$ cat src/hdl/kepsu_delay.sv
// kepsu_delay: enabled shift line that aligns side data with the datapath.
// Depends on nothing but the stall enable from the top level.
`timescale 1ns / 1ps
`default_nettype none
module kepsu_delay #(
  parameter int W     = 64,
  parameter int DEPTH = 2
) (
  input  wire logic         clk,
  input  wire logic         en,
  input  wire logic [W-1:0] din,
  output logic      [W-1:0] dout
);

  logic [W-1:0] tap_r [0:DEPTH-1];

  // Shift one place per advancing cycle
  always_ff @(posedge clk) begin
    if (en) begin
      tap_r[0] <= din;
      for (int i = 1; i < DEPTH; i++) begin
        tap_r[i] <= tap_r[i-1];
      end
    end
  end

  assign dout = tap_r[DEPTH-1];

endmodule
`default_nettype wire

$ cat config.mk
export PLATFORM = sky130hd
export DESIGN_NAME = kepsu_delay
export DESIGN_NICKNAME = d
export VERILOG_FILES = /design/src/hdl/kepsu_delay.sv
export SDC_FILE = /design/constraint.sdc
export NUM_CORES = 1
export LEC_CHECK = 0
export BUFFER_PORTS_ARGS = -buffer_cell sky130_fd_sc_hd__buf_2
export CAP_MARGIN = 0
export CORE_AREA = 3 3 116 118
export CTS_CLUSTER_DIAMETER = 200
export CTS_CLUSTER_SIZE = 12
export DETAILED_ROUTE_END_ITERATION = 12
export DIE_AREA = 0 0 119 121
export SYNTH_ARGS = -nofsm -noshare
export SYNTH_HDL_FRONTEND = slang
export SYNTH_SLANG_ARGS = --single-unit
$ cat constraint.sdc
create_clock -name clk -period 1 [get_ports clk]
set_clock_uncertainty 0.2 [all_clocks]
set_input_delay 0.1 -clock clk [delete_from_list [all_inputs] [get_ports clk]]
set_output_delay 0.1 -clock clk [all_outputs]
set_load 0.02 [all_outputs]
==> flow_metrics.tcl <==
set metrics [dict create \
    hold_path.class "input port to flop" \
    cts-root-buf "clkbuf_16" \
    status "finished with violations" \
    fin_tns_setup_ps -14780 \
    p_per_area_nw_per_um2 2067 \
    rsz0062_at_grt "true" \
    reg_top3 "tap_r x128" \
    drt_iter0_markers 91 \
    design.core.area_um2 12570 \
    worst_pin_slew_ps 304.5 \
    grt_pass1_vias 2201 \
    die_area_um2 14400 \
    setup_slack_ps -266.5 \
    synth_cells 192 \
    wl_um 7108 \
    max_freq_ghz 0.7896 \
    cts.sinks 128 \
    largest_register_ffs 128 \
    finalSetupViolCount 64 \
    violations "negative hold slack, negative setup slack" \
    path_buf_inv 1 \
    whs_ps -26.37 \
    dpl-instance-area_um2 4767 \
    cts_inserted_buffers 17 \
    post_drt_wl_per_cell_um 13.46 \
    dp_hpwl_um 4348 \
    hold_violations 28 \
    grt-ovfl-total 0 \
    grt_first_pass_wirelength_um 11020 \
    startpoint_type "flop" \
    die_y_um 121 \
    track_usage_pct 10.51 \
    syn_area_um2 4324 \
    peakVddDrop_mv 1.119 \
    multi_input_area_um2 0 \
    stdcell_count 528 \
    dp.cells 432 \
    cts_max_path_buffers 2 \
    crit_type "flop to primary output" \
    slowest_stage "edfxtp_1" \
    final_cell_mix "edfxtp_1 (128), buf_2 (84), dlygate4sd3_1 (64)" \
    relSlewSlack_pct 79.70 \
    period_share_pct 126.6 \
    cts_tree "built" \
    drtAntennaViolNets 0 \
    crit_required_ps 700 \
    postCtsSetupBuffers 0 \
    maxCapViolations 0 \
    drtPass1Iterations 4 \
    rows 41 \
    synth_cell_type_count 2 \
    leakage_nw 2.407 \
    seq_area_frac_synth_pct 88.89 \
    crit_fanout 1 \
    routed_via_density 3.799 \
    ioPinCount 130 \
    clk_pin_slew_worst_paths_ps 50 \
    antenna_found_initial 1 \
    slew_viol_final 0 \
    design_area_um2 6198 \
    regMostFlops "tap_r" \
    dieWidth_um 119 \
    drive_above_1_share_pct 43.82 \
    crit_chain "buf_6" \
    port_buffers 129 \
    diodes 0 \
    final_common_cell "edfxtp_1" \
    cp-end-kind "primary output" \
    area_delta_synth_final_pct 43.34 \
    p_total_w 0.01281 \
    avgSynthCellArea_um2 22.52 \
    multi_input_cells 0 \
    place.gp.congestion 0.6855 \
    min_period_ps 1266 \
    route.vias.total 2006 \
    grt_start_max_net_pins 57 \
    crit_family "flip-flops" \
    hold_buffers 64 \
    ys_seq_elements 128 \
    nets 409 \
    synthesis.nets 258 \
    clk_latency_ps 410 \
    yosys_warnings 0 \
    start_util_pct 34.41 \
    route.detailed.drc 0 \
    slowest_delay_ps 410 \
    htreeDepth 4 \
    arrival_ps 970 \
]
[kinds of logic after synthesis]
group    after synthesis  share of synthesized area (%)
flops                128                          88.89
buf+inv               64                          11.11
[worst paths after layout]
| path | start | endpoint | slack [ps] | cells past startpoint |
|---|---|---|---|---|
| setup / recovery | tap_r[0][77]$_DFFE_PP_ | dout[13] | -270 | 1 |
| hold / removal | en | tap_r[0][40]$_DFFE_PP_ | -30 | 2 |
| setup reg to reg | tap_r[0][22]$_DFFE_PP_ | tap_r[0][86]$_DFFE_PP_ | 150 | 0 |
| hold reg to reg | tap_r[0][54]$_DFFE_PP_ | tap_r[0][118]$_DFFE_PP_ | 210 | 0 |
[area by class of cell]
type / count / area [um2]
fillers: 1042 / 6370
flip-flops and latches: 128 / 3844
clock buffers: 23 / 447.9
well taps: 172 / 215.2
repair buffers: 196 / 1624
clock inverters: 9 / 67.56
[Yosys cell counts]
master / count / area, um2
edfxtp_1: 128 / 3844
buf_4: 64 / 480.5
[report_power, final]
part / total (W) / switching [W] / internal (W) / leakage, nW
clock: 0.00534 / 0.00198 / 0.00336 / 0.257
combinational: 0.000977 / 0.000458 / 0.000520 / 0.897
sequential: 0.00650 / 0.000121 / 0.00638 / 1.25
total: 0.0128 / 0.00256 / 0.0103 / 2.41
[per-stage QoR]
stage	util (%)	worst slack [ps]	hold slack, ps
after global placement	37.93	-83.51	76.71
after floorplan	-	209.6	-1.131
after global routing	49.32	-312.5	-33.11
final	49.32	-266.5	-26.37
after detailed placement	37.93	-100.6	78.10
after CTS	48.02	-302.0	-52.46
[layer usage]
| metal | part of all wire (%) | track usage, % |
|---|---|---|
| met4 | 3.3 | 6.372 |
| met3 | 7.6 | 6.154 |
| met1 | 40 | 11.44 |
| met5 | 0.098 | 0 |
| met2 | 49 | 15.79 |
[timing repair]
action	in CTS	in global routing
gates resized for setup	36	52
setup endpoints to repair	64	64
endpoints found under the hold margin	115	28
No activity file was read; power rests on OpenSTA's default activity.
